==> src/sv/assert_macros.svh <==
// ---------------------------------------------------------------------------
// assert_macros.svh
// Assertion helpers for the column qc filter: concurrent checks on the rising
// clock edge, switched off while reset is held and left out of synthesis.
// ---------------------------------------------------------------------------
`ifndef ASSERT_MACROS_SVH
`define ASSERT_MACROS_SVH

`ifndef SYNTHESIS

// property must hold at every clock edge out of reset
`define ASSERT_PROP(lbl, clk, rstn, prop, msg) \
  lbl: assert property (@(posedge clk) disable iff (!rstn) prop) else $error(msg);

// condition must never be true at a clock edge out of reset
`define ASSERT_NEVER(lbl, clk, rstn, cond, msg) \
  lbl: assert property (@(posedge clk) disable iff (!rstn) !(cond)) else $error(msg);

`else

`define ASSERT_PROP(lbl, clk, rstn, prop, msg)
`define ASSERT_NEVER(lbl, clk, rstn, cond, msg)

`endif

`endif

==> src/sv/ccqf_pkg.sv <==
// ---------------------------------------------------------------------------
// ccqf_pkg
// Widths, codes and beat types shared by the column qc filter modules.
// ---------------------------------------------------------------------------
package ccqf_pkg;

  // column store sizing
  localparam int COLUMNS = 4096;
  localparam int ADDR_W  = $clog2(COLUMNS);

  // field widths
  localparam int MODE_W = 2;
  localparam int COL_W  = 12;
  localparam int VAL_W  = 24;
  localparam int SUM_W  = 44;
  localparam int CNT_W  = 20;
  localparam int FRAC_W = 17;

  // mito product split into two partial products
  localparam int LO_W   = SUM_W / 2;
  localparam int HI_W   = SUM_W - LO_W;
  localparam int PPL_W  = FRAC_W + LO_W;
  localparam int PPH_W  = FRAC_W + HI_W;
  localparam int PROD_W = FRAC_W + SUM_W;
  localparam int FRAC_SHIFT = 16;

  // configuration port
  localparam int CFG_IDX_W  = 3;
  localparam int CFG_DATA_W = SUM_W;

  localparam logic [SUM_W-1:0]  SUM_MAX  = '1;
  localparam logic [CNT_W-1:0]  CNT_MAX  = '1;
  localparam logic [FRAC_W-1:0] FRAC_ONE = FRAC_W'(65536);

  // item modes
  localparam logic [MODE_W-1:0] MODE_ACC = 2'd0;
  localparam logic [MODE_W-1:0] MODE_QRY = 2'd1;
  localparam logic [MODE_W-1:0] MODE_CLR = 2'd2;

  // register indexes
  localparam logic [CFG_IDX_W-1:0] REG_THRESHOLD = 3'd0;
  localparam logic [CFG_IDX_W-1:0] REG_MIN_TOTAL = 3'd1;
  localparam logic [CFG_IDX_W-1:0] REG_MAX_TOTAL = 3'd2;
  localparam logic [CFG_IDX_W-1:0] REG_MIN_FEAT  = 3'd3;
  localparam logic [CFG_IDX_W-1:0] REG_MAX_FEAT  = 3'd4;
  localparam logic [CFG_IDX_W-1:0] REG_MAX_MITO  = 3'd5;

  typedef struct packed {
    logic [MODE_W-1:0] mode;
    logic [COL_W-1:0]  column;
    logic [VAL_W-1:0]  value;
    logic              row_is_mito;
  } item_t;

  // one column entry of the store
  typedef struct packed {
    logic [SUM_W-1:0] total;
    logic [SUM_W-1:0] mito;
    logic [CNT_W-1:0] feat;
  } stats_t;

  localparam int STATS_W = $bits(stats_t);

  typedef struct packed {
    logic              en;
    logic [ADDR_W-1:0] addr;
    stats_t            data;
  } wr_t;

  typedef struct packed {
    logic             valid;
    logic             ok;
    logic [COL_W-1:0] column;
    stats_t           stats;
  } query_t;

  typedef struct packed {
    logic [VAL_W-1:0]  threshold;
    logic [SUM_W-1:0]  min_total;
    logic [SUM_W-1:0]  max_total;
    logic [CNT_W-1:0]  min_feat;
    logic [CNT_W-1:0]  max_feat;
    logic [FRAC_W-1:0] mito_limit;
  } limits_t;

endpackage

==> src/sv/ccqf_accum.sv <==
// ---------------------------------------------------------------------------
// ccqf_accum
// Read-modify-write stage: takes the store read data for the beat accepted in
// the previous cycle, forwards the previous write on a column match, and produces the
// store write and the query statistics.
// ---------------------------------------------------------------------------
module ccqf_accum (
  input  logic                          clk,
  input  logic                          rst_n,
  input  logic                          item_valid,
  input  ccqf_pkg::item_t               item,
  input  ccqf_pkg::stats_t              rd_data,
  input  logic [ccqf_pkg::VAL_W-1:0]    threshold,
  output ccqf_pkg::wr_t                 wr,
  output ccqf_pkg::query_t              query
);
  import ccqf_pkg::*;

  logic              s1_valid_r;
  item_t             s1_item_r;
  logic              fwd_valid_r;
  logic [ADDR_W-1:0] fwd_addr_r;
  stats_t            fwd_data_r;

  logic              s1_ok;
  logic [ADDR_W-1:0] s1_addr;
  stats_t            cur;
  stats_t            upd;
  logic [SUM_W:0]    tot_sum;
  logic [SUM_W:0]    mito_sum;

  // stage register for the beat whose read is in flight
  always_ff @(posedge clk) begin
    if (!rst_n) begin
      s1_valid_r <= 1'b0;
    end else begin
      s1_valid_r <= item_valid;
    end
  end

  always_ff @(posedge clk) begin
    s1_item_r <= item;
  end

  // column range check and store address
  assign s1_ok   = int'(s1_item_r.column) < COLUMNS;
  assign s1_addr = ADDR_W'(s1_item_r.column);

  // forward last cycle's write, the memory read missed it
  assign cur = (fwd_valid_r && (fwd_addr_r == s1_addr)) ? fwd_data_r : rd_data;

  // saturating update
  always_comb begin
    tot_sum  = {1'b0, cur.total} + (SUM_W+1)'(s1_item_r.value);
    mito_sum = {1'b0, cur.mito} + (SUM_W+1)'(s1_item_r.value);
    upd      = cur;
    upd.total = tot_sum[SUM_W] ? SUM_MAX : tot_sum[SUM_W-1:0];
    if (s1_item_r.row_is_mito) begin
      upd.mito = mito_sum[SUM_W] ? SUM_MAX : mito_sum[SUM_W-1:0];
    end
    if ((s1_item_r.value > threshold) && (cur.feat != CNT_MAX)) begin
      upd.feat = cur.feat + CNT_W'(1);
    end
  end

  // store write for accumulate and clear
  always_comb begin
    wr.en   = s1_valid_r && s1_ok &&
              ((s1_item_r.mode == MODE_ACC) || (s1_item_r.mode == MODE_CLR));
    wr.addr = s1_addr;
    wr.data = (s1_item_r.mode == MODE_CLR) ? '0 : upd;
  end

  // query beat towards the pass test
  always_comb begin
    query.valid  = s1_valid_r && (s1_item_r.mode == MODE_QRY);
    query.ok     = s1_ok;
    query.column = s1_item_r.column;
    query.stats  = cur;
  end

  // forwarding register
  always_ff @(posedge clk) begin
    if (!rst_n) begin
      fwd_valid_r <= 1'b0;
    end else begin
      fwd_valid_r <= wr.en;
    end
  end

  always_ff @(posedge clk) begin
    fwd_addr_r <= wr.addr;
    fwd_data_r <= wr.data;
  end

endmodule

==> config.mk <==
export PLATFORM = sky130hd
export DESIGN_NAME = ccqf_accum
export DESIGN_NICKNAME = d
export VERILOG_FILES = /design/src/sv/assert_macros.svh /design/src/sv/ccqf_pkg.sv /design/src/sv/ccqf_accum.sv
export SDC_FILE = /design/constraint.sdc
export NUM_CORES = 1
export LEC_CHECK = 0
export BUFFER_PORTS_ARGS = -buffer_cell sky130_fd_sc_hd__buf_4
export CAP_MARGIN = 20
export CELL_PAD_IN_SITES_DETAIL_PLACEMENT = 1
export CELL_PAD_IN_SITES_GLOBAL_PLACEMENT = 2
export CORE_MARGIN = 2
export CORE_UTILIZATION = 28
export DETAILED_ROUTE_END_ITERATION = 7
export PLACE_DENSITY_LB_ADDON = 0.12
export SLEW_MARGIN = 10
export SYNTH_ARGS = -nofsm -noshare
export SYNTH_HDL_FRONTEND = slang
export SYNTH_SLANG_ARGS = --single-unit
==> constraint.sdc <==
create_clock -name clk -period 5.3 [get_ports clk]
set_input_delay 0.265 -clock clk [delete_from_list [all_inputs] [get_ports clk]]
set_output_delay 0.265 -clock clk [all_outputs]
set_load 0.005 [all_outputs]
==> impl_metrics.py <==
metrics = {
    "outcome": {
        "status": "finished, final reports clean",
    },
    "drt": {
        "drc": 0,
        "wirelength_um": 46110,
        "ant_nets": 0,
        "drtPass1Iterations": 4,
        "viasPerCell": 4.973,
        "drt-wirelength-per-cell_um": 20.59,
        "vias": 11140,
        "drtIter0Drc": 277,
    },
    "critical_path": {
        "cp-end-kind": "output pin",
        "critPathKind": "register to output pin",
        "cp_data_arrival_time_ns": 4.85,
        "crit_fanout": 10,
        "start_kind": "register",
        "critPathRequiredTime_ns": 5.04,
    },
    "global_route": {
        "grt-ovfl-total": 0,
        "grt_use_total_pct": 22.39,
        "grt_max_degree": 67,
        "grt_pass1_vias": 11630,
        "grt_pass1_wl_um": 67580,
        "antenna_found_initial": 1,
    },
    "cts": {
        "htreeDepth": 4,
        "numCtsBuffers": 17,
        "cts.sinks": 161,
        "ctsLongestPathBuffers": 2,
        "cts_tree": "yes",
        "clock_latency_ns": 0.47,
        "clkTransAtPathRegs_ns": 0.07,
        "cts_root_buf": "clkbuf_16",
    },
    "synthesis": {
        "async_flop_share_pct": 0,
        "synthDistinctLibCells": 69,
        "synth_top_area_share_pct": 30.02,
        "yosysSeqAreaShare_pct": 30.02,
        "synth-main-ff-cell": "dfxtp_1",
        "synth_fp_nets": 1518,
        "ys_ff_latch": 161,
        "synth_area_leader_cell": "dfxtp_1",
        "synth_enable_flop_cells": 0,
        "ys.warnings.count": 0,
        "syn_area_per_cell_um2": 8.461,
        "syn_inst": 1269,
        "netlist_area_um2": 10740,
        "synth_area_leaders": "dfxtp_1 (30%), mux2_2 (9.1%), ha_1 (8.5%), a21oi_1 (6.2%), xnor2_1 (5.1%)",
    },
    "finish": {
        "seq_area_um2": 3232,
        "nFillCells": 4481,
        "multi_input_area_um2": 7213,
        "layout.nets": 1963,
        "layout_common_cells": "buf_4 (449), dfxtp_1 (154), a21oi_1 (121)",
        "syn2layout_area_growth_pct": 48.40,
        "final_common_cell": "buf_4",
        "fin_util_pct": 42.20,
        "drive_gt1_share_pct": 38.39,
    },
    "floorplan": {
        "placementRows": 71,
        "die_area_um2": 39930,
        "dieWidth_um": 199.8,
        "die_h_um": 199.8,
        "initial_utilization_pct": 28.44,
        "core_area_um2": 37760,
        "io_pins": 417,
    },
    "timing": {
        "grt_setup_unrepaired": "true",
        "min_period_ns": 5.112,
        "fin_crit_sh_pct": 96.46,
        "finalClockSkew_ns": 0.007661,
        "hold_viol": 0,
        "fmax_ghz": 0.1956,
        "maxSlewHeadroom_pct": 44.05,
        "setup-tns-final_ns": 0,
        "slew_viol_final": 0,
        "holdWs_ns": 0.2484,
        "report.final.setup_viol": 0,
        "worst_slew_pin_slew_ns": 0.8375,
    },
    "placement": {
        "port_buffers": 415,
        "gp_congestion": 0.8279,
        "hpwl_um": 36020,
    },
    "min_path": {
        "hp-class": "input port to register",
    },
    "power": {
        "power_density_nw_per_um2": 240.1,
        "vdd_ir_drop_max_mv": 0.2330,
        "leakage_nw": 6.967,
    },
    "run": {
        "cap_violations": 0,
    },
}
## layout make-up
cell class                 count  share of cell area [%]
antenna                        1                 0.01571
tap                          511                   4.013
clock buffer                  18                   2.694
sequential                   161                   20.28
clock inverter                14                   1.084
timing repair buffer         503                   25.01
multi-input combinational    962                   45.27
inverter                      69                   1.626
## metal layers
layer	GRT usage [%]	vias to the layer above	share of wire (%)
li1	-	5429	-
met1	26.17	5378	41
met5	0	-	0
met3	4.906	56	5.5
met2	39.30	272	50
met4	9.739	0	3.2
## sequential cells by signal, indices dropped and copies added (netlist names)
name	count
fwd_data_r	108
s1_item_r	27
fwd_addr_r	12
s1_addr	12
fwd_valid_r	1
s1_valid_r	1
## cells by family (layout without fill, tap and decap cells)
| group | count (synthesis) | count (layout) | synth area share [%] |
|---|---|---|---|
| AND/OR/NAND/NOR | 350 | 350 | 16.56 |
| adder cells (fa/ha/maj) | 75 | 75 | 8.880 |
| multiplexers | 113 | 113 | 11.55 |
| buffers and inverters | 146 | 604 | 6.724 |
| AO/OA/AOI/OAI | 329 | 329 | 18.56 |
| flip-flops | 161 | 161 | 30.02 |
| XOR/XNOR | 94 | 94 | 7.668 |
| other | 1 | 2 | 0.03493 |
## worst paths after layout
path,depth (start not counted),slack (ns),endpoint,from
setup / recovery,19,0.19,wr[101],s1_addr[7]
hold / removal,3,0.25,fwd_data_r[107],rd_data[107]
setup reg to reg,18,0.98,fwd_data_r[101],s1_addr[7]
hold reg to reg,0,0.39,fwd_addr_r[10],s1_addr[10]
## per-stage QoR
stage                     cell area, µm²  cells  setup slack, ns  power [mW]
after floorplan                    10740   1269           0.4912       1.920
after global placement             14230   2142           0.2053       2.438
after detailed placement           14250   2143           0.1897       2.449
after CTS                          15390   2220          0.02158       3.838
after global routing               15930   2239         -0.07754       4.030
final                              15930   2239           0.1878       3.826
## critical path, cell delays in order (launching register included)
cell and delay [ns]:
dfxtp_2 0.35, xnor2_2 0.18, nand3_1 0.15, nor4_4 0.43
buf_12 0.21, mux2_2 0.39, ha_1 0.32, a211oi_2 0.29
o21ai_1 0.14, a221oi_2 0.25, buf_4 0.18, o21a_2 0.19
a2111oi_4 0.07, buf_4 0.19, o41ai_4 0.25, buf_6 0.18
nor3_1 0.06, xnor2_1 0.16, a21oi_2 0.22, buf_4 0.15
## power breakdown
group	switching, mW	internal [mW]
registers	0.0663	1.33
clock network	0.615	0.711
logic	0.546	0.560
## synthesized netlist by cell type, types with 26 or more instances
master and n:
nand4_1 30, o21ai_0 72, buf_4 32, nor2_1 89, xnor2_1 62, xor2_1 32
nor3_1 30, ha_1 73, mux2_2 87, nand3_1 41, mux2i_1 26, clkbuf_1 27
nand2_1 74, dfxtp_1 161, inv_1 69, a21oi_1 133
## what timing repair did
item                       4_1_cts  5_1_grt
hold buffers                    42        0
resized for setup               21       82
cloned                           1        1
setup endpoints to repair       65       94
hold endpoints to repair        41        0
buffers inserted                 2       17
pin swaps                        5       15
Note: power is estimated with default switching activity, not from simulation.
