--- config.mk ---
export PLATFORM = sky130hd
export DESIGN_NAME = ccqf_pass
export DESIGN_NICKNAME = d
export VERILOG_FILES = /design/src/sv/assert_macros.svh /design/src/sv/ccqf_pkg.sv /design/src/sv/ccqf_pass.sv
export SDC_FILE = /design/constraint.sdc
export NUM_CORES = 2
export LEC_CHECK = 0
export BUFFER_PORTS_ARGS = -buffer_cell sky130_fd_sc_hd__buf_4
export CAP_MARGIN = 20
export CORE_MARGIN = 4
export CORE_UTILIZATION = 39
export DETAILED_ROUTE_END_ITERATION = 8
export PLACE_DENSITY = 0.66
export SYNTH_ARGS = -nofsm -noshare
export SYNTH_HDL_FRONTEND = slang
export SYNTH_SLANG_ARGS = --single-unit
--- constraint.sdc ---
create_clock -name clk -period 19.7 [get_ports clk]
set_input_delay 2.955 -clock clk [delete_from_list [all_inputs] [get_ports clk]]
set_output_delay 2.955 -clock clk [all_outputs]
set_load 0.03 [all_outputs]
--- src/sv/assert_macros.svh ---
// ---------------------------------------------------------------------------
// assert_macros.svh
// Assertion helpers for the column qc filter: concurrent checks on the rising
// clock edge, switched off while reset is held and left out of synthesis.
// ---------------------------------------------------------------------------
`ifndef ASSERT_MACROS_SVH
`define ASSERT_MACROS_SVH

`ifndef SYNTHESIS

// property must hold at every clock edge out of reset
`define ASSERT_PROP(lbl, clk, rstn, prop, msg) \
  lbl: assert property (@(posedge clk) disable iff (!rstn) prop) else $error(msg);

// condition must never be true at a clock edge out of reset
`define ASSERT_NEVER(lbl, clk, rstn, cond, msg) \
  lbl: assert property (@(posedge clk) disable iff (!rstn) !(cond)) else $error(msg);

`else

`define ASSERT_PROP(lbl, clk, rstn, prop, msg)
`define ASSERT_NEVER(lbl, clk, rstn, cond, msg)

`endif

`endif

--- src/sv/ccqf_pkg.sv ---
// ---------------------------------------------------------------------------
// ccqf_pkg
// Widths, codes and beat types shared by the column qc filter modules.
// ---------------------------------------------------------------------------
package ccqf_pkg;

  // column store sizing
  localparam int COLUMNS = 4096;
  localparam int ADDR_W  = $clog2(COLUMNS);

  // field widths
  localparam int MODE_W = 2;
  localparam int COL_W  = 12;
  localparam int VAL_W  = 24;
  localparam int SUM_W  = 44;
  localparam int CNT_W  = 20;
  localparam int FRAC_W = 17;

  // mito product split into two partial products
  localparam int LO_W   = SUM_W / 2;
  localparam int HI_W   = SUM_W - LO_W;
  localparam int PPL_W  = FRAC_W + LO_W;
  localparam int PPH_W  = FRAC_W + HI_W;
  localparam int PROD_W = FRAC_W + SUM_W;
  localparam int FRAC_SHIFT = 16;

  // configuration port
  localparam int CFG_IDX_W  = 3;
  localparam int CFG_DATA_W = SUM_W;

  localparam logic [SUM_W-1:0]  SUM_MAX  = '1;
  localparam logic [CNT_W-1:0]  CNT_MAX  = '1;
  localparam logic [FRAC_W-1:0] FRAC_ONE = FRAC_W'(65536);

  // item modes
  localparam logic [MODE_W-1:0] MODE_ACC = 2'd0;
  localparam logic [MODE_W-1:0] MODE_QRY = 2'd1;
  localparam logic [MODE_W-1:0] MODE_CLR = 2'd2;

  // register indexes
  localparam logic [CFG_IDX_W-1:0] REG_THRESHOLD = 3'd0;
  localparam logic [CFG_IDX_W-1:0] REG_MIN_TOTAL = 3'd1;
  localparam logic [CFG_IDX_W-1:0] REG_MAX_TOTAL = 3'd2;
  localparam logic [CFG_IDX_W-1:0] REG_MIN_FEAT  = 3'd3;
  localparam logic [CFG_IDX_W-1:0] REG_MAX_FEAT  = 3'd4;
  localparam logic [CFG_IDX_W-1:0] REG_MAX_MITO  = 3'd5;

  typedef struct packed {
    logic [MODE_W-1:0] mode;
    logic [COL_W-1:0]  column;
    logic [VAL_W-1:0]  value;
    logic              row_is_mito;
  } item_t;

  // one column entry of the store
  typedef struct packed {
    logic [SUM_W-1:0] total;
    logic [SUM_W-1:0] mito;
    logic [CNT_W-1:0] feat;
  } stats_t;

  localparam int STATS_W = $bits(stats_t);

  typedef struct packed {
    logic              en;
    logic [ADDR_W-1:0] addr;
    stats_t            data;
  } wr_t;

  typedef struct packed {
    logic             valid;
    logic             ok;
    logic [COL_W-1:0] column;
    stats_t           stats;
  } query_t;

  typedef struct packed {
    logic [VAL_W-1:0]  threshold;
    logic [SUM_W-1:0]  min_total;
    logic [SUM_W-1:0]  max_total;
    logic [CNT_W-1:0]  min_feat;
    logic [CNT_W-1:0]  max_feat;
    logic [FRAC_W-1:0] mito_limit;
  } limits_t;

endpackage

--- src/sv/ccqf_pass.sv ---
// ---------------------------------------------------------------------------
// ccqf_pass
// Pass test for a queried column: limit compares and the mito share
// product in split partial products, then the final compare and the
// result register.
// ---------------------------------------------------------------------------
module ccqf_pass (
  input  logic                        clk,
  input  logic                        rst_n,
  input  ccqf_pkg::query_t            query,
  input  ccqf_pkg::limits_t           lim,
  output logic                        out_strobe,
  output logic [ccqf_pkg::COL_W-1:0]  out_column,
  output logic                        out_passes,
  output logic [ccqf_pkg::SUM_W-1:0]  out_total_sum,
  output logic [ccqf_pkg::SUM_W-1:0]  out_mito_sum,
  output logic [ccqf_pkg::CNT_W-1:0]  out_feature_count
);
  import ccqf_pkg::*;

  stats_t           st;
  logic             lim_ok;

  logic             q2_valid_r;
  logic [COL_W-1:0] q2_col_r;
  stats_t           q2_stats_r;
  logic             q2_lim_ok_r;
  logic [PPL_W-1:0] pp_lo_r;
  logic [PPH_W-1:0] pp_hi_r;

  logic [PROD_W-1:0] prod;
  logic [PROD_W-1:0] mito_scaled;

  logic             out_valid_r;
  logic [COL_W-1:0] out_col_r;
  logic             out_pass_r;
  stats_t           out_stats_r;

  // out-of-range column reads as empty and fails
  assign st = query.ok ? query.stats : '0;

  assign lim_ok = query.ok &&
                  (st.total <= lim.max_total) && (st.total >= lim.min_total) &&
                  (st.feat <= lim.max_feat) && (st.feat >= lim.min_feat);

  // first stage: compares and partial products
  always_ff @(posedge clk) begin
    if (!rst_n) begin
      q2_valid_r <= 1'b0;
    end else begin
      q2_valid_r <= query.valid;
    end
  end

  always_ff @(posedge clk) begin
    q2_col_r    <= query.column;
    q2_stats_r  <= st;
    q2_lim_ok_r <= lim_ok;
    pp_lo_r     <= PPL_W'(lim.mito_limit) * PPL_W'(st.total[LO_W-1:0]);
    pp_hi_r     <= PPH_W'(lim.mito_limit) * PPH_W'(st.total[SUM_W-1:LO_W]);
  end

  // second stage: sum of partial products against scaled mito sum
  assign prod        = (PROD_W'(pp_hi_r) << LO_W) + PROD_W'(pp_lo_r);
  assign mito_scaled = PROD_W'(q2_stats_r.mito) << FRAC_SHIFT;

  always_ff @(posedge clk) begin
    if (!rst_n) begin
      out_valid_r <= 1'b0;
    end else begin
      out_valid_r <= q2_valid_r;
    end
  end

  always_ff @(posedge clk) begin
    out_col_r   <= q2_col_r;
    out_stats_r <= q2_stats_r;
    out_pass_r  <= q2_lim_ok_r && !(mito_scaled > prod);
  end

  // result beat
  assign out_strobe        = out_valid_r;
  assign out_column        = out_col_r;
  assign out_passes        = out_pass_r;
  assign out_total_sum     = out_stats_r.total;
  assign out_mito_sum      = out_stats_r.mito;
  assign out_feature_count = out_stats_r.feat;

endmodule

==> flow_summary_export.csv <==
group,metric,value,unit
outcome,status,"completed",
setup_path,critical_path_cell_by_cell,"clkbuf_8 > buf_12 > buf_4 > and2_1 > nand2_1 > fa_1 > inv_1 > fa_1 > fa_1 > fa_1 > fa_1 > inv_1 > fa_1 > inv_1 > ha_1 > nand3_1 > a311oi_1 > nor4_1 > o21ai_1 > a21oi_4 > a21bo_4 > o2111ai_1 > a21oi_1 > xnor2_1",
setup_path,timing.critical_path.slowest_stage_cell,"sky130_fd_sc_hd__and2_1",
routing,detailedRoute.firstIterationViolations,1958,
place,io_buffer_count,390,
global_route,grt_pass1_wl,167,mm
logic_synthesis,post_synth_instance_area,36800,um^2
clocking,h-tree-depth,2,
place,hpwlAfterDp,81.3,mm
place,place_congestion,0.868,
clocking,tritoncts,"built",
clocking,numClockSinks,322,
sta,final-hold-violation-count,0,
sta,worst_margin_slew,1.03,ns
clocking,post_cts_resized,0,
sta,final_min_period_over_clock_period,54.5,%
setup_path,cpMostUsedCell,"sky130_fd_sc_hd__fa_1",
setup_path,timing.critical_path.from_type,"primary input",
clocking,insertion_delay,0.62,ns
logic_synthesis,portion_of_synthesized_cell_area_occupied_by_the_leading_cell_type,32.6,%
clocking,cts_root_buf,"sky130_fd_sc_hd__clkbuf_16",
global_route,vias_in_the_first_global_route,30000,
global_route,number_of_antenna_violations_at_the_first_check_in_global_routing,8,
sta,drv_slew,0,
setup_path,crit_required,20.19,ns
floorplanning,initial_utilization,39.4,%
logic_synthesis,yosysTopAreaCell,"sky130_fd_sc_hd__fa_1",
sta,post-route-min-period,10.75,ns
sta,skew,0.0191,ns
logic_synthesis,synthCells,4039,
clocking,clkTransAtPathRegs,0.06,ns
sta,slew_headroom,31.1,%
floorplanning,floorplan.die_area,99400,um^2
logic_synthesis,ys_seq_area_share,17.5,%
routing,route.detailed.wl_per_inst,18.9,um
routing,drt_drc_violations_left,0,
pwr,power-per-cell-area,113,nW/um^2
logic_synthesis,yosys-top-cells-count,"sky130_fd_sc_hd__inv_1 (891), sky130_fd_sc_hd__fa_1 (599), sky130_fd_sc_hd__nand2_1 (518)",
routing,drt_pre_antenna_iters,5,
floorplanning,fp-row-count,112,
logic_synthesis,yosys_warnings,0,
floorplanning,num_io_pins,415,
floorplanning,die_extent_in_x,315,um
logic_synthesis,top_post_synthesis_cells_by_area,"sky130_fd_sc_hd__fa_1 (33%), sky130_fd_sc_hd__dfxtp_1 (18%), sky130_fd_sc_hd__ha_1 (14%)",
logic_synthesis,synth-edff-count,0,
global_route,pin_count_of_the_biggest_net_entering_global_routing,171,
cells_and_area,drive_gt1_share,12.0,%
flow_run,maxCapViolCount,0,
logic_synthesis,average_cell_area_after_synthesis,9.11,um^2
cells_and_area,n_fill_cell,9058,
routing,vias_per_cell,5.03,
clocking,cts-hold-fix-buffers,0,
sta,rsz0062_at_grt,"false",
pwr,total_leakage_power,22.7,nW
logic_synthesis,synth_cell_type_count,76,
pwr,max-vdd-ir-drop,0.107,mV
logic_synthesis,synth_most_common_cell,"sky130_fd_sc_hd__inv_1",
floorplanning,placeableCoreArea,93500,um^2
global_route,grt_overflow,0,
setup_path,cpPeakStageDelay,0.80,ns
floorplanning,die_y,315,um
setup_path,worst_ep_arrival_time,11.23,ns
routing,final_antenna_net_count,0,
cells_and_area,nets,5608,
cells_and_area,flow.area_growth_from_synthesis,14.6,%
logic_synthesis,yosys_register_bits,322,
routing,total_number_of_vias,28100,
setup_path,setup.worst_path.class,"primary input to flop",
logic_synthesis,synth_async_sr_flop_share,0,%
routing,drt-total-wl,106,mm
sta,setup_total_negative_slack,0,ns
sta,setup_viol,0,
setup_path,cp_max_fo,170,
pwr,design_power_total,4.76,mW
setup_path,worstSetupEndpointType,"flop",
worst_hold_path,worstHoldPathType,"flop to flop",
logic_synthesis,most_frequently_used_flop_master_after_synthesis,"sky130_fd_sc_hd__dfxtp_1",
global_route,globalRouteTotalUtil,21.8,%
clocking,postCtsSetupBuffers,0,
logic_synthesis,syn_nets,5346,
sta,timing.fmax,93.1,MHz
clocking,tritoncts.num_buffers,42,
clocking,clock_path_buffers,3,
cells_and_area,layout_utilization,45.1,%
[flip-flops by register name, summed over array words and instances, names as in the netlist, 20 cells and up]
register,cells
q2_stats_r,64
out_total_sum,44
pp_hi_r,39
out_mito_sum,44
pp_lo_r,39
out_feature_count,20
mito_scaled,44
[stage by stage]
| step | instances | cell area, um^2 | worst slack (ns) | hold WS, ns |
|---|---|---|---|---|
| 3_3_place_gp | 5511 | 40800 | 8.51 | 0.310 |
| 2_1_floorplan | 4039 | 36800 | 10.50 | 0.310 |
| 5_1_grt | 5589 | 42200 | 8.43 | 0.325 |
| 4_1_cts | 5588 | 42200 | 9.10 | 0.321 |
| 6_report | 5594 | 42200 | 8.95 | 0.321 |
| 3_5_place_dp | 5511 | 40800 | 8.46 | 0.312 |
[critical path: cells and delay by family]
kind | cells | cell delay, ns
AO/OA/AOI/OAI | 6 | 1.29
adder cells (fa/ha/maj) | 7 | 3.57
buffers and inverters | 6 | 1.76
XOR/XNOR | 1 | 0.12
AND/OR/NAND/NOR | 4 | 1.26
[per-layer routing]
| metal | part of all wire, % | up-vias | track usage, % |
|---|---|---|---|
| met5 | 0.020 | - | 0 |
| met4 | 3.7 | 4 | 7.48 |
| met3 | 9.2 | 203 | 5.57 |
| met2 | 44 | 1072 | 34.5 |
| met1 | 43 | 13800 | 29.1 |
| li1 | - | 13000 | - |
[final timing paths]
| kind | cells past startpoint | slack [ns] | endpoint | start |
|---|---|---|---|---|
| worst max register to register | 18 | 14.52 | out_passes | pp_lo_r[22] |
| worst min-delay path | 0 | 0.32 | out_total_sum[15] | q2_stats_r[79] |
| worst min register to register | 0 | 0.32 | out_total_sum[15] | q2_stats_r[79] |
| worst max-delay path | 24 | 8.95 | pp_hi_r[37] | query[120] |
[report_power, final]
| part | switching [mW] | internal, mW | total (mW) |
|---|---|---|---|
| combinational | 1.84 | 1.32 | 3.16 |
| clock | 0.321 | 0.448 | 0.770 |
| sequential | 0.0515 | 0.785 | 0.836 |
[layout by cell type (no fill, tap or decap), drive strengths merged, types with 5 or more instances in the layout]
master / count
a211o: 6
nand2b: 19
o21bai: 7
and2: 112
a21o: 85
clkinvlp: 5
nand4: 42
nor4: 9
a31oi: 7
or2: 6
inv: 894
buf: 411
nor2: 66
nor2b: 18
and3: 291
o211ai: 7
fa: 599
o21a: 13
ha: 415
clkinv: 13
clkbuf: 55
diode: 6
xnor2: 71
nand3: 29
dfxtp: 322
nand2: 518
o21ai: 65
a21oi: 115
xor2: 30
nor3: 22
a211oi: 17
[cells by family after synthesis]
family	after synthesis	share of synthesized area, %
flip-flops	322	17.5
adder cells (fa/ha/maj)	1014	46.7
AO/OA/AOI/OAI	366	6.80
XOR/XNOR	101	2.40
buffers and inverters	1085	11.1
AND/OR/NAND/NOR	1150	15.5
multiplexers	1	0.0272
[cell type report]
class / instances / area (um^2) / area share (%)
multi-input combinational: 2632 / 26300 / 62.4
sequential: 322 / 6450 / 15.3
antenna: 6 / 15.0 / 0.0356
inverter: 891 / 3340 / 7.93
clock buffer: 54 / 1160 / 2.74
clock inverter: 23 / 240 / 0.569
timing repair buffer: 412 / 3110 / 7.38
tap: 1254 / 1570 / 3.72
Power figures use the tool's default switching activity.
