==> config.mk <==
export PLATFORM = sky130hd
export DESIGN_NAME = ccqf_ram
export DESIGN_NICKNAME = d
export VERILOG_FILES = /design/src/sv/assert_macros.svh /design/src/sv/ccqf_ram.sv
export SDC_FILE = /design/constraint.sdc
export NUM_CORES = 1
export LEC_CHECK = 0
export BUFFER_PORTS_ARGS = -buffer_cell sky130_fd_sc_hd__clkbuf_2
export CAP_MARGIN = 0
export CORE_MARGIN = 2
export CORE_UTILIZATION = 45
export DETAILED_ROUTE_END_ITERATION = 7
export SETUP_SLACK_MARGIN = 0.5
export SLEW_MARGIN = 10
export SYNTH_ARGS = -nofsm -noshare
export SYNTH_HDL_FRONTEND = slang
export SYNTH_SLANG_ARGS = --single-unit
export TNS_END_PERCENT = 30
==> constraint.sdc <==
create_clock -name clk -period 1.8 [get_ports clk]
set_clock_uncertainty 0.2 [all_clocks]
set_input_delay 0.09 -clock clk [delete_from_list [all_inputs] [get_ports clk]]
set_output_delay 0.09 -clock clk [all_outputs]
set_load 0.05 [all_outputs]
==> src/sv/assert_macros.svh <==
// ---------------------------------------------------------------------------
// assert_macros.svh
// Assertion helpers for the column qc filter: concurrent checks on the rising
// clock edge, switched off while reset is held and left out of synthesis.
// ---------------------------------------------------------------------------
`ifndef ASSERT_MACROS_SVH
`define ASSERT_MACROS_SVH

`ifndef SYNTHESIS

// property must hold at every clock edge out of reset
`define ASSERT_PROP(lbl, clk, rstn, prop, msg) \
  lbl: assert property (@(posedge clk) disable iff (!rstn) prop) else $error(msg);

// condition must never be true at a clock edge out of reset
`define ASSERT_NEVER(lbl, clk, rstn, cond, msg) \
  lbl: assert property (@(posedge clk) disable iff (!rstn) !(cond)) else $error(msg);

`else

`define ASSERT_PROP(lbl, clk, rstn, prop, msg)
`define ASSERT_NEVER(lbl, clk, rstn, cond, msg)

`endif

`endif

==> src/sv/ccqf_ram.sv <==
// ---------------------------------------------------------------------------
// ccqf_ram
// Generic single-write, single-read synchronous RAM with registered read.
// ---------------------------------------------------------------------------
module ccqf_ram #(
  parameter int WIDTH = 8,
  parameter int DEPTH = 16
) (
  input  logic                     clk,
  input  logic                     we,
  input  logic [$clog2(DEPTH)-1:0] waddr,
  input  logic [WIDTH-1:0]         wdata,
  input  logic [$clog2(DEPTH)-1:0] raddr,
  output logic [WIDTH-1:0]         rdata
);

  logic [WIDTH-1:0] mem [DEPTH];

  // write port
  always_ff @(posedge clk) begin
    if (we) begin
      mem[waddr] <= wdata;
    end
  end

  // registered read, old data on a same-address write
  always_ff @(posedge clk) begin
    rdata <= mem[raddr];
  end

endmodule

==> results of run 1 <==
==> synthesized netlist by cell type, drive strengths merged <==
| master | number | share of area (%) |
|---|---|---|
| or3b | 1 | 0.17 |
| buf | 7 | 1.1 |
| and2 | 1 | 0.12 |
| edfxtp | 128 | 75 |
| clkdlybuf4s25 | 3 | 0.58 |
| nor2b | 1 | 0.12 |
| mux4 | 32 | 15 |
| a22oi | 16 | 2.3 |
| nor2 | 13 | 0.95 |
| and2b | 1 | 0.15 |
| nand3 | 1 | 0.097 |
| nor3 | 4 | 0.39 |
| nand2b | 2 | 0.24 |
| nand3b | 2 | 0.29 |
| nand2 | 9 | 0.66 |
| dfxtp | 8 | 3.1 |
==> repair_timing <==
action	CTS	global route
endpoints found under the setup margin	14	15
gates resized for setup	18	5
cloned	0	0
buffers inserted	0	0
hold buffers	8	0
pin swaps	5	7
endpoints found under the hold margin	128	0
==> sequential cells by signal, summed over array words and instances, names as in the netlist <==
register  cells
mem         128
rdata         8
==> per-layer routing <==
metal / share of wire [%] / global-route usage (%)
met3: 5.6 / 4.483
met2: 48 / 27.61
met1: 44 / 24.70
met4: 1.8 / 8.083
met5: 0 / 0
==> layout make-up <==
| class | instances | area [um^2] | share of cell area (%) |
|---|---|---|---|
| Sequential cell | 136 | 4004 | 64.28 |
| Multi-Input combinational cell | 83 | 1104 | 17.72 |
| Clock buffer | 27 | 503.0 | 8.076 |
| Timing Repair Buffer | 53 | 392.9 | 6.308 |
| Tap cell | 143 | 178.9 | 2.873 |
| Clock inverter | 5 | 46.29 | 0.7433 |
==> worst min-delay path, delay by kind of cell <==
kind	cells	cell delay, ns
AOI/OAI and AO/OA	1	0.10
buffers and inverters	2	0.31
and+or+nand+nor	2	0.15
==> cell families (layout without fill, tap and decap cells) <==
group / after synthesis / count (layout)
DFF: 136 / 136
muxes: 32 / 32
buffers and inverters: 10 / 85
and+or+nand+nor: 35 / 35
AOI/OAI and AO/OA: 16 / 16
==> through the flow <==
| stage | worst slack, ns | utilization (%) |
|---|---|---|
| after floorplan | 0.3184 | - |
| after global placement | 0.08260 | 49.58 |
| after detailed placement | 0.09338 | 49.58 |
| after CTS | 0.3394 | 55.19 |
| after global routing | 0.3060 | 55.26 |
| final | 0.3540 | 55.26 |
==> power breakdown <==
part	internal [W]	switching [W]
clock	0.00203	0.00114
combinational	0.000171	0.000276
sequential	0.00354	0.0000263
total	0.00574	0.00144
==> how the worst max path moves through the flow <==
stage / slack (ns) / cells past startpoint / to / start
after floorplan: 0.32 / 2 / mem[4][0] / waddr[3]
after global placement: 0.08 / 5 / rdata[2] / raddr[0]
after detailed placement: 0.09 / 5 / rdata[1] / raddr[0]
after CTS: 0.34 / 3 / rdata[1] / mem[10][1]
after global routing: 0.31 / 3 / rdata[3] / mem[7][3]
final: 0.35 / 3 / rdata[2] / mem[11][2]
==> layout by cell type (no fill, tap or decap), types with 4 or more instances in the layout <==
master	n
a22oi_1	5
a22oi_2	11
buf_4	17
clkbuf_1	6
clkbuf_16	17
clkbuf_2	25
clkbuf_8	4
dfxtp_1	8
dlygate4sd3_1	8
edfxtp_1	128
mux4_2	30
nand2_1	9
nor2_1	10
==> flow_results.org, run 1 <==
** Global route
- Global-route usage over all layers :: 18.01%
- Largest net degree at the start of global routing :: 33
- The number of antenna violations at the first check in global routing was 0.
- Final global-route overflow total :: 0
- The via count of the first global-routing pass came to 2596.
- First-pass GRT wire length :: 15900 um

** Min path
- Cells on Worst Hold Path :: 5
- Worst-case hold path end point :: rdata[1]
- In this run the most critical hold path is launched from raddr[3].
- The tightest min-delay check is of the input port to flip-flop type.

** Detailed routing
- Remaining design rule violation count :: 0
- DR pass1 iterations :: 5
- Total vias in the final route :: 2443
- Detailed-route vias per instance :: 5.465
- Post-route ant nets :: 0
- Average wire per cell in the routed design :: 22.62 um
- Wires add up to 10110 um.
- Drt first-iter violations :: 167

** STA
- The number of hold violations in the final report is 0.
- Max-slew violations :: 0
- Final Cycle Share :: 80.33%
- RSZ-0062 raised after global routing :: yes
- Number of endpoints failing setup at the final stage :: 0
- Worst slew pin tran :: 0.5356 ns
- Derived from the worst setup path, the maximum achievable clock frequency is 0.6916 GHz.
- Final min period :: 1.446 ns
- Setup Total Neg Slack :: 0 ns
- Post-route worst hold slack :: 0.06895 ns
- Worst relative slew slack :: 64.29%

** Clock tree
- Clock Pin Slew Worst Setup and Hold Paths :: 0.05 ns
- Counting every sink on the clock net gives 136.
- The clock reaches the later pin of the worst-skew pair after 0.41 ns.
- In this run the number of H-tree levels came out at 4.
- The tree is rooted in a clkbuf_16.
- The longest clock path from root to sink contains 2 buffers.
- Counting the buffers created by CTS gives 17.
- TritonCTS built the clock tree.

** Placed design
- Summed over all nets, the half-perimeter wirelength after detailed placement is 6436 um.
- The congestion estimate from routability-driven global placement came to 0.7035.
- Counting tap cells, the placed design contains a total of 407 instances.
- Count of buffers from port buffering :: 25
- Summing all placed instances gives a cell area of 5589 um^2.

** Floorplan
- The initialized floorplan defines 39 standard-cell rows.
- For this design the top-level I/O count stands at 26.
- The floorplan step defined a die boundary enclosing 12310 um^2.
- The die is 111.0 um wide.
- For this configuration, the core starts out at a cell density of 45.67%.
- DIE HEIGHT :: 111.0 um
- Core outline area :: 11270 um^2

** Cells and area
- Number of fill cells in the layout :: 861
- 0 antenna diodes ended up in the layout.
- Number of cells in the finished layout apart from fillers :: 447
- P&R area growth vs syn :: 21.00%
- For this run, the post-layout net count is 309.
- After routing the design area is 6228 um^2.
- Share of post-route cells with drive strength above 1 :: 37.83%

** Pwr
- Total power per unit cell area :: 1153 nW/um^2
- Standby leakage power :: 2.080 nW
- Summing internal, switching and leakage power gives 0.007182 W.
- Maximum vdd ir drop :: 0.5093 mV

** Critical path
- STA classifies the critical path endpoint as a flip-flop.
- Buffer and inverter count on the worst path :: 0
- Req. time, crit path :: 1.89 ns
- Worst setup path class :: flip-flop to flip-flop
- Measured in cells, the most critical reg-to-reg path has a length of 3.
- Slack of the worst reg-to-reg path :: 0.35 ns
- On the critical path, the stage with the largest delay is an instance of mux4_2.
- Reg2reg start :: mem[11][2]
- Of all nets on the critical path, the largest fanout is 1.
- Critical path cell sequence :: mux4_2, a22oi_2, nand2_1
- Crit-path max cell delay :: 0.48 ns
- For the worst setup path, the data arrival time is 1.54 ns.
- STA classifies the critical path startpoint as a flip-flop.
- Largest delay share family, worst path :: multiplexers
- RR Endpoint :: rdata[2]

** Synth
- Post-synthesis mux area share :: 15.02%
- Combinational family with the most area after synthesis :: multiplexers
- Sequential element share of the synthesized area :: 77.78%
- Adder-Cell Fraction of Synth Area :: 0%
- The Yosys step of the flow raised 0 warnings.
- Syn_area_per_cell :: 22.48 um^2
- In this run, synthesis produced a sequential element count of 136.
- Netlist cell types :: 19
- Counting every net in the synthesized netlist gives 247.
- Xor and xnor area share after synthesis :: 0%
- The cell area that synthesis handed to floorplanning was 5147 um^2.
- Compound-Gate Fraction of Synth Area :: 2.333%
- Post-synthesis instance total :: 229
- Simple-gate area share of the yosys netlist :: 3.184%

** Run status
- Result of the run :: completed

** Flow run
- The tool flagged a number of max-cap violations equal to 0.
Note: power is estimated with default switching activity, not from simulation.
==> run 2: changes to the inputs <==
Clock period 1.8 ns to 1.4 ns, I/O delays scaled along.
==> run 2 against run 1 <==
Flip-flop and latch count is the same. Sequential power is 29% higher. Worst setup slack worse by 0.47 ns. The run now ends with hold timing, setup timing left. First-iteration DRC count increased by 19%. Register-to-register slack lost 0.47 ns.
==> flow_results.org, run 2 (synthesized netlist as in run 1, its figures left out) <==
** Run status
- The run finished, with violations left.
- The final reports fail on hold timing, setup timing.

** Clock tree
- Worst-skew pair later-pin latency :: 0.41 ns (about the same)
- The TritonCTS sink count was 136 (unchanged).
- The tree is rooted in a clkbuf_16.
- CTS HTree Levels :: 4 (unchanged)
- The maximum buffer depth of the clock tree was 2 (unchanged).
- Clock Pin Slew Worst Setup and Hold Paths :: 0.05 ns (about the same)
- Clock tree from TritonCTS :: done
- The clock buffer count from CTS is 17 (unchanged).

** Cells and area
- Commonest non-fill, non-tap cells in the layout :: edfxtp_1, mux4_2, clkbuf_16, buf_4, buf_6
- In the final layout, the registers with the most flip-flops are mem (128), rdata (8).
- Area of the multi-input gates :: 1154 um^2 (+4.5%)
- More flip-flops sit in one register than any other, and that register is mem.
- The number of fill cells came to 797 (-7.4%).
- Share of post-route cells with drive strength above 1 :: 49.21% (+11 points)
- The number of inserted diodes came to 0 (unchanged).
- P&R area growth vs syn :: 29.92%
- The flip-flop count of the largest register, all copies and words added came to 128 (unchanged).
- Commonest non-fill, non-tap cell in the layout :: edfxtp_1
- The final layout net count is 321 (+3.9%).
- The register cell area after layout is 4013 um^2 (+0.22%).

** Global route
- The sum of overflow across all layers after global routing was 0 (unchanged).
- The number of antenna violations at the first check in global routing was 0 (unchanged).
- Vias in the first global route :: 2563 (-1.3%)
- The aggregate global-route resource usage was 17.72% (-0.29 points).
- The pin count of the biggest net entering global routing came to 20 (-39%).
- The global-route wire length before repair is 15320 um (-3.6%).

** Floorplan
- DIE HEIGHT :: 111.0 um (unchanged)
- Die extent in x :: 111.0 um (unchanged)
- Floorplan die area :: 12310 um^2 (unchanged)
- The number of I/O pins is 26 (unchanged).
- The placeable core area was 11270 um^2 (unchanged).
- Initial core utilization :: 45.67% (unchanged)
- Row count :: 39 (unchanged)

** Detailed routing
- The mean routed wirelength per cell was 21.63 um (-4.4%).
- Drt first-iter violations :: 199 (+19%)
- Met3 wire len :: 444 um (-21%)
- Total vias in the final route :: 2462 (+0.78%)
- WL met1 :: 4149 um (-7.3%)
- Uppermost metal layer occupied by signal nets :: met4
- Detailed-route vias per instance :: 5.376 (-1.6%)
- The post-detailed-route DRC marker count was 0 (unchanged).
- The final antenna-violating net count was 0 (unchanged).
- WL final :: 9905 um (-2.1%)
- DR pass1 iterations :: 4 (-1)
- The routed length on met2 was 5087 um (+3.9%).

** Min path
- The tightest min-delay check is of the input port to flip-flop type.
- Hold Startpoint :: wdata[0]

** STA
- The worst setup slack after layout is -0.1141 ns (-0.4681 ns).
- Timing-limited maximum frequency :: 0.6605 GHz (-4.5%)
- Setup repair after global routing could not meet its margin everywhere.
- The pin slew with the least headroom to its limit came to 0.8166 ns (+0.2810 ns).
- Final min period :: 1.514 ns (+0.06807 ns)
- Final Cycle Share :: 108.1% (+28 points)
- The worst hold slack across all endpoints is -0.1170 ns (-0.1859 ns).
- Number of endpoints failing setup at the final stage :: 8 (+8)
- The number of hold violations in the final report came to 128 (+128).
- Worst relative slew slack :: 45.45% (-19 points)
- Max-slew violations :: 0 (unchanged)

** Critical path
- Element type at the critical path end :: flip-flop
- The largest fanout of any net on the critical path came to 1 (unchanged).
- Startpoint of the worst setup timing path :: mem[1][1]
- The setup path with the least slack is of type flip-flop to flip-flop.
- The required time reported for the critical path endpoint came to 1.49 ns (-0.40 ns).
- Data arrival time of the worst path :: 1.61 ns (+0.07 ns)
- The worst register-to-register path begins at mem[1][1].
- Startpoint class of the critical path :: flip-flop

** Placed design
- Hpwl dp :: 6462 um (+0.40%)
- Count of buffers from port buffering :: 25 (unchanged)
- Gpl congestion :: 0.7133 (+1.4%)

** Pwr
- Standby leakage power :: 2.274 nW (+9.3%)
- The largest vdd supply drop is 0.8635 mV (+70%).
- The power density over the cells is 1520 nW/um^2 (+32%).
- The sum of internal, switching and leakage power came to 0.01017 W (+42%).

** Flow run
- Max capacitance violation total :: 0 (unchanged)
run 2: through the flow:
stage	setup slack (ns)	cell area [um^2]	cells	util [%]	setup TNS (ns)
2_1_floorplan	0.02699	5157	229	-	0
3_3_place_gp	-0.3333	5724	424	50.78	-4.546
3_5_place_dp	-0.3007	5724	424	50.78	-5.259
4_1_cts	-0.1264	6596	455	58.52	-0.6632
5_1_grt	-0.1677	6688	458	59.33	-0.8610
6_report	-0.1141	6688	458	59.33	-0.4411
run 2: report_power, final:
group	switching [W]	total, W	internal [W]
sequential	0.0000383	0.00460	0.00456
combinational	0.000367	0.000687	0.000319
clock	0.00157	0.00488	0.00331
run 2: worst paths after layout:
kind              slack (ns)  cells past startpoint        end
setup / recovery       -0.11                      4   rdata[1]
hold / removal         -0.12                      1  mem[6][0]
setup reg to reg       -0.11                      4   rdata[1]
hold reg to reg         0.48                      3   rdata[1]
run 2: repair_timing:
action	in CTS	in global routing
pin swaps	15	13
gates resized for setup	50	24
endpoints found under the hold margin	128	128
endpoints found under the setup margin	124	136
buffers inserted	0	3
run 2: area by class of cell:
| type | count | area share, % |
|---|---|---|
| Clock inverter | 14 | 3.424 |
| Multi-Input combinational cell | 83 | 17.25 |
| Timing Repair Buffer | 65 | 10.29 |
| Tap cell | 143 | 2.675 |
| Clock buffer | 17 | 6.361 |
| Sequential cell | 136 | 60.00 |
run 2: layer usage:
layer | vias up | global-route usage [%]
met1 | 1270 | 23.24
met4 | 0 | 8.417
met5 | - | 0
li1 | 1111 | -
met3 | 16 | 4.811
met2 | 65 | 27.81
run 2: critical path, stage by stage, from the launching register on:
cell and delay, ns:
edfxtp_1 0.37, mux4_2 0.46, a22oi_2 0.17, buf_4 0.15
nand2_1 0.05
==> run 3: changes to the inputs <==
Settings changed: CORE_UTILIZATION 45 to 31.
Clock period 1.4 ns to 1.6 ns, I/O delays scaled along.
==> run 3 against run 2 <==
The run now ends clean. Non-clock buffer count is 9 lower. Count of clock-buffer cells in the layout is 2 higher. Flip-flop and latch count stayed put. Fmax is 5.4% higher. Hold slack better by 0.16 ns. Global-route usage is 5.2 points lower. Clock power is 12% lower. Sequential power is 13% lower. Cell count is 15% higher. Die area is 43% higher. Critical path depth is 1 lower. First-iteration DRC count is 21% higher. Largest cell class unchanged. Largest power group unchanged. Highest routed layer unchanged.
==> flow_results.org, run 3 (synthesized netlist as in run 1, its figures left out) <==
** Critical path
- Buffer and inverter count on the worst path :: 0 (-1)
- The arrival time of data at the critical path endpoint was 1.53 ns (-0.08 ns).
- Crit-path max cell delay :: 0.49 ns (+0.03 ns)
- Worst setup path class :: flip-flop to flip-flop
- The required time reported for the critical path endpoint was 1.69 ns (+0.20 ns).
- Slack of the worst reg-to-reg path :: 0.16 ns (+0.28 ns)
- The cell depth of the worst flop-to-flop path came to 3 (-1).
- Startpoint class of the critical path :: flip-flop
- In this run the critical register-to-register path is captured at rdata[2].
- Element type at the critical path end :: flip-flop
- The signal on the critical path passes through mux4_2, a22oi_2, nand2_1.
- The startpoint identified for the worst register-to-register timing path is mem[3][2].
- In this design, the largest share of critical-path delay is due to multiplexers.
- Crit path max-delay cell type :: mux4_2
- Peak fanout along the critical path :: 1 (unchanged)

** Clock tree
- The deepest level of the CTS H-tree came to 4 (unchanged).
- TritonCTS built the clock tree.
- The tree is rooted in a clkbuf_16.
- Number of buffers inserted by post-CTS setup repair :: 0 (unchanged)
- Worst-skew pair later-pin latency :: 0.40 ns (about the same)
- The TritonCTS sink count is 136 (unchanged).
- The clock buffer count from CTS came to 17 (unchanged).
- The maximum buffer depth of the clock tree is 2 (unchanged).
- Clock Pin Slew Worst Setup and Hold Paths :: 0.06 ns (about the same)

** Pwr
- Sw Ratio :: 19.43% (about the same)
- The standby leakage power came to 2.154 nW (-5.3%).
- The clock network power share was 48.6% (+0.6 points).
- The power density over the cells was 1353 nW/um^2 (-11%).
- The switching power total came to 0.001716 W (-13%).
- Int Power :: 0.007114 W (-13%)
- Maximum vdd ir drop :: 0.7637 mV (-12%)
- The proportion of power drawn by combinational gates was 5.9% (-0.9 points).
- Reg power frac :: 45.5% (+0.3 points)

** STA
- Number of endpoints failing setup at the final stage :: 0 (-8)
- Setup repair after global routing could not meet its margin everywhere.
- Timing-limited maximum frequency :: 0.6959 GHz (+5.4%)
- Final Cycle Share :: 89.82% (-18 points)
- The pin slew with the least headroom to its limit came to 1.145 ns (+0.3285 ns).
- The number of max-slew violations in the final report was 0 (unchanged).
- The worst setup slack after layout came to 0.1629 ns (+0.2770 ns).
- Final min period :: 1.437 ns (-0.07700 ns)
- The tightest slew margin relative to the limit was 23.51% (-22 points).
- The number of hold violations in the final report came to 0 (-100%).

** Detailed routing
- The mean routed wirelength per cell is 19.83 um (-8.3%).
- Post-route ant nets :: 0 (unchanged)
- Detailed-route vias per instance :: 4.681 (-13%)
- DR pass1 iterations :: 4 (unchanged)
- The post-detailed-route DRC marker count was 0 (unchanged).
- Total vias in the final route :: 2467 (+0.20%)
- Drt first-iter violations :: 240 (+21%)
- The detailed-route wire length was 10450 um (+5.5%).

** Placed design
- Worst Setup Slack post-DPL :: -0.1078 ns (+0.1928 ns)
- Instance area at placement :: 5715 um^2 (-0.15%)
- Hpwl dp :: 6662 um (+3.1%)
- The global placer's final weighted congestion was 0.7227 (+1.3%).
- The total of buffers placed on input and output ports came to 25 (unchanged).

** Global route
- The sum of overflow across all layers after global routing was 0 (unchanged).
- The via count of the first global-routing pass was 2563 (unchanged).
- The pin count of the biggest net entering global routing was 17 (-15%).
- The global-route wire length before repair was 15750 um (+2.8%).
- Global-route usage over all layers :: 12.55% (-5.2 points)
- The number of antenna violations at the first check in global routing came to 0 (unchanged).

** Run status
- Result of the run :: completed

** Floorplan
- DIE HEIGHT :: 132.9 um (+20%)
- The placeable core area is 16410 um^2 (+46%).
- Initial core utilization :: 31.37% (-14 points)
- Floorplan die area :: 17650 um^2 (+43%)
- The number of I/O pins is 26 (unchanged).
- Die extent in x :: 132.9 um (+20%)
- The number of placement rows was 47 (+21%).

** Flow run
- The total of max-cap violations came to 0 (unchanged).

** Cells and area
- P&R area growth vs syn :: 26.74%
- Commonest non-fill, non-tap cells in the layout :: edfxtp_1, mux4_2, clkbuf_2, clkbuf_16, buf_4
- Number of flip-flops under the largest register name :: 128 (unchanged)
- Net count of the finished layout :: 312 (-2.8%)
- Share of post-route cells with drive strength above 1 :: 41.37% (-7.8 points)
- The number of fill cells came to 1460 (+83%).
- Counting flops per register, the top entry is mem.
- Largest registers ranked by flip-flop count :: mem (128), rdata (8)
- The post-route cell area was 6524 um^2 (-2.5%).
- The number of inserted diodes is 0 (unchanged).
- Commonest non-fill, non-tap cell in the layout :: edfxtp_1

** Min path
- Worst-case hold path end point :: rdata[6]
- Hold Startpoint :: raddr[1]
- Cells on Worst Hold Path :: 4 (+3)
- Class of the worst hold path :: input port to flip-flop
==> run 3: cell count changes in the layout (fill, tap and decap cells not counted), sizes merged <==
| cell | previous run | this run |
|---|---|---|
| dlygate4sd3 | 0 | 8 |
| clkbuf | 35 | 44 |
| buf | 47 | 23 |
| inv | 1 | 2 |
| clkinvlp | 0 | 2 |
| clkinv | 7 | 3 |
==> run 3: repair_timing <==
item,CTS,global route
gates resized for setup,11,5
hold endpoints to repair,128,0
setup endpoints to repair,23,24
hold buffers,8,0
pin swaps,5,1
==> run 3: area by class of cell <==
class	instances	area [um^2]	area share [%]
Multi-Input combinational cell	83	1097	16.82
Sequential cell	136	4008	61.43
Tap cell	220	275.3	4.219
Clock buffer	19	432.9	6.636
Clock inverter	13	225.2	3.452
Timing Repair Buffer	56	485.5	7.442
==> run 3: through the flow <==
stage          setup TNS [ns]  utilization (%)  hold slack [ns]  total power (W)  instances
2_1_floorplan               0                -         -0.02113         0.004377        229
3_3_place_gp          -0.1909            34.84           0.2823         0.004560        487
3_5_place_dp          -0.2402            34.84           0.2963         0.004570        487
4_1_cts                     0            39.61          0.04679         0.008884        527
5_1_grt                     0            39.76          0.07137         0.009086        527
6_report                    0            39.76          0.04653         0.008829        527
==> run 3: worst register-to-register path, stage by stage (launching register included) <==
cell and delay, ns:
edfxtp_1 0.38, mux4_2 0.49, a22oi_2 0.19, nand2_1 0.06
==> run 3: power by group through the flow <==
stage               sequential [W]  combinational (W)  clock (W)
global placement           0.00409           0.000475          0
floorplan                  0.00416           0.000219          0
global route               0.00402           0.000556    0.00451
detailed placement         0.00409           0.000481          0
finish                     0.00402           0.000520    0.00429
CTS                        0.00402           0.000518    0.00435
==> run 3: layer usage <==
layer | global-route usage [%] | vias up | wire [um]
met3 | 3.716 | 5 | 550
met4 | 2.688 | 0 | 57
li1 | - | 1092 | -
met2 | 19.43 | 71 | 4988
met5 | 0 | - | 0
met1 | 17.70 | 1299 | 4857
==> run 3: worst max path at each step <==
stage               from        end  depth (start not counted)
3_3_place_gp    raddr[0]   rdata[7]                          6
6_report       mem[3][2]   rdata[2]                          3
5_1_grt        mem[2][2]   rdata[2]                          3
3_5_place_dp    raddr[0]   rdata[7]                          6
2_1_floorplan   waddr[2]  mem[0][0]                          2
4_1_cts        mem[2][2]   rdata[2]                          3
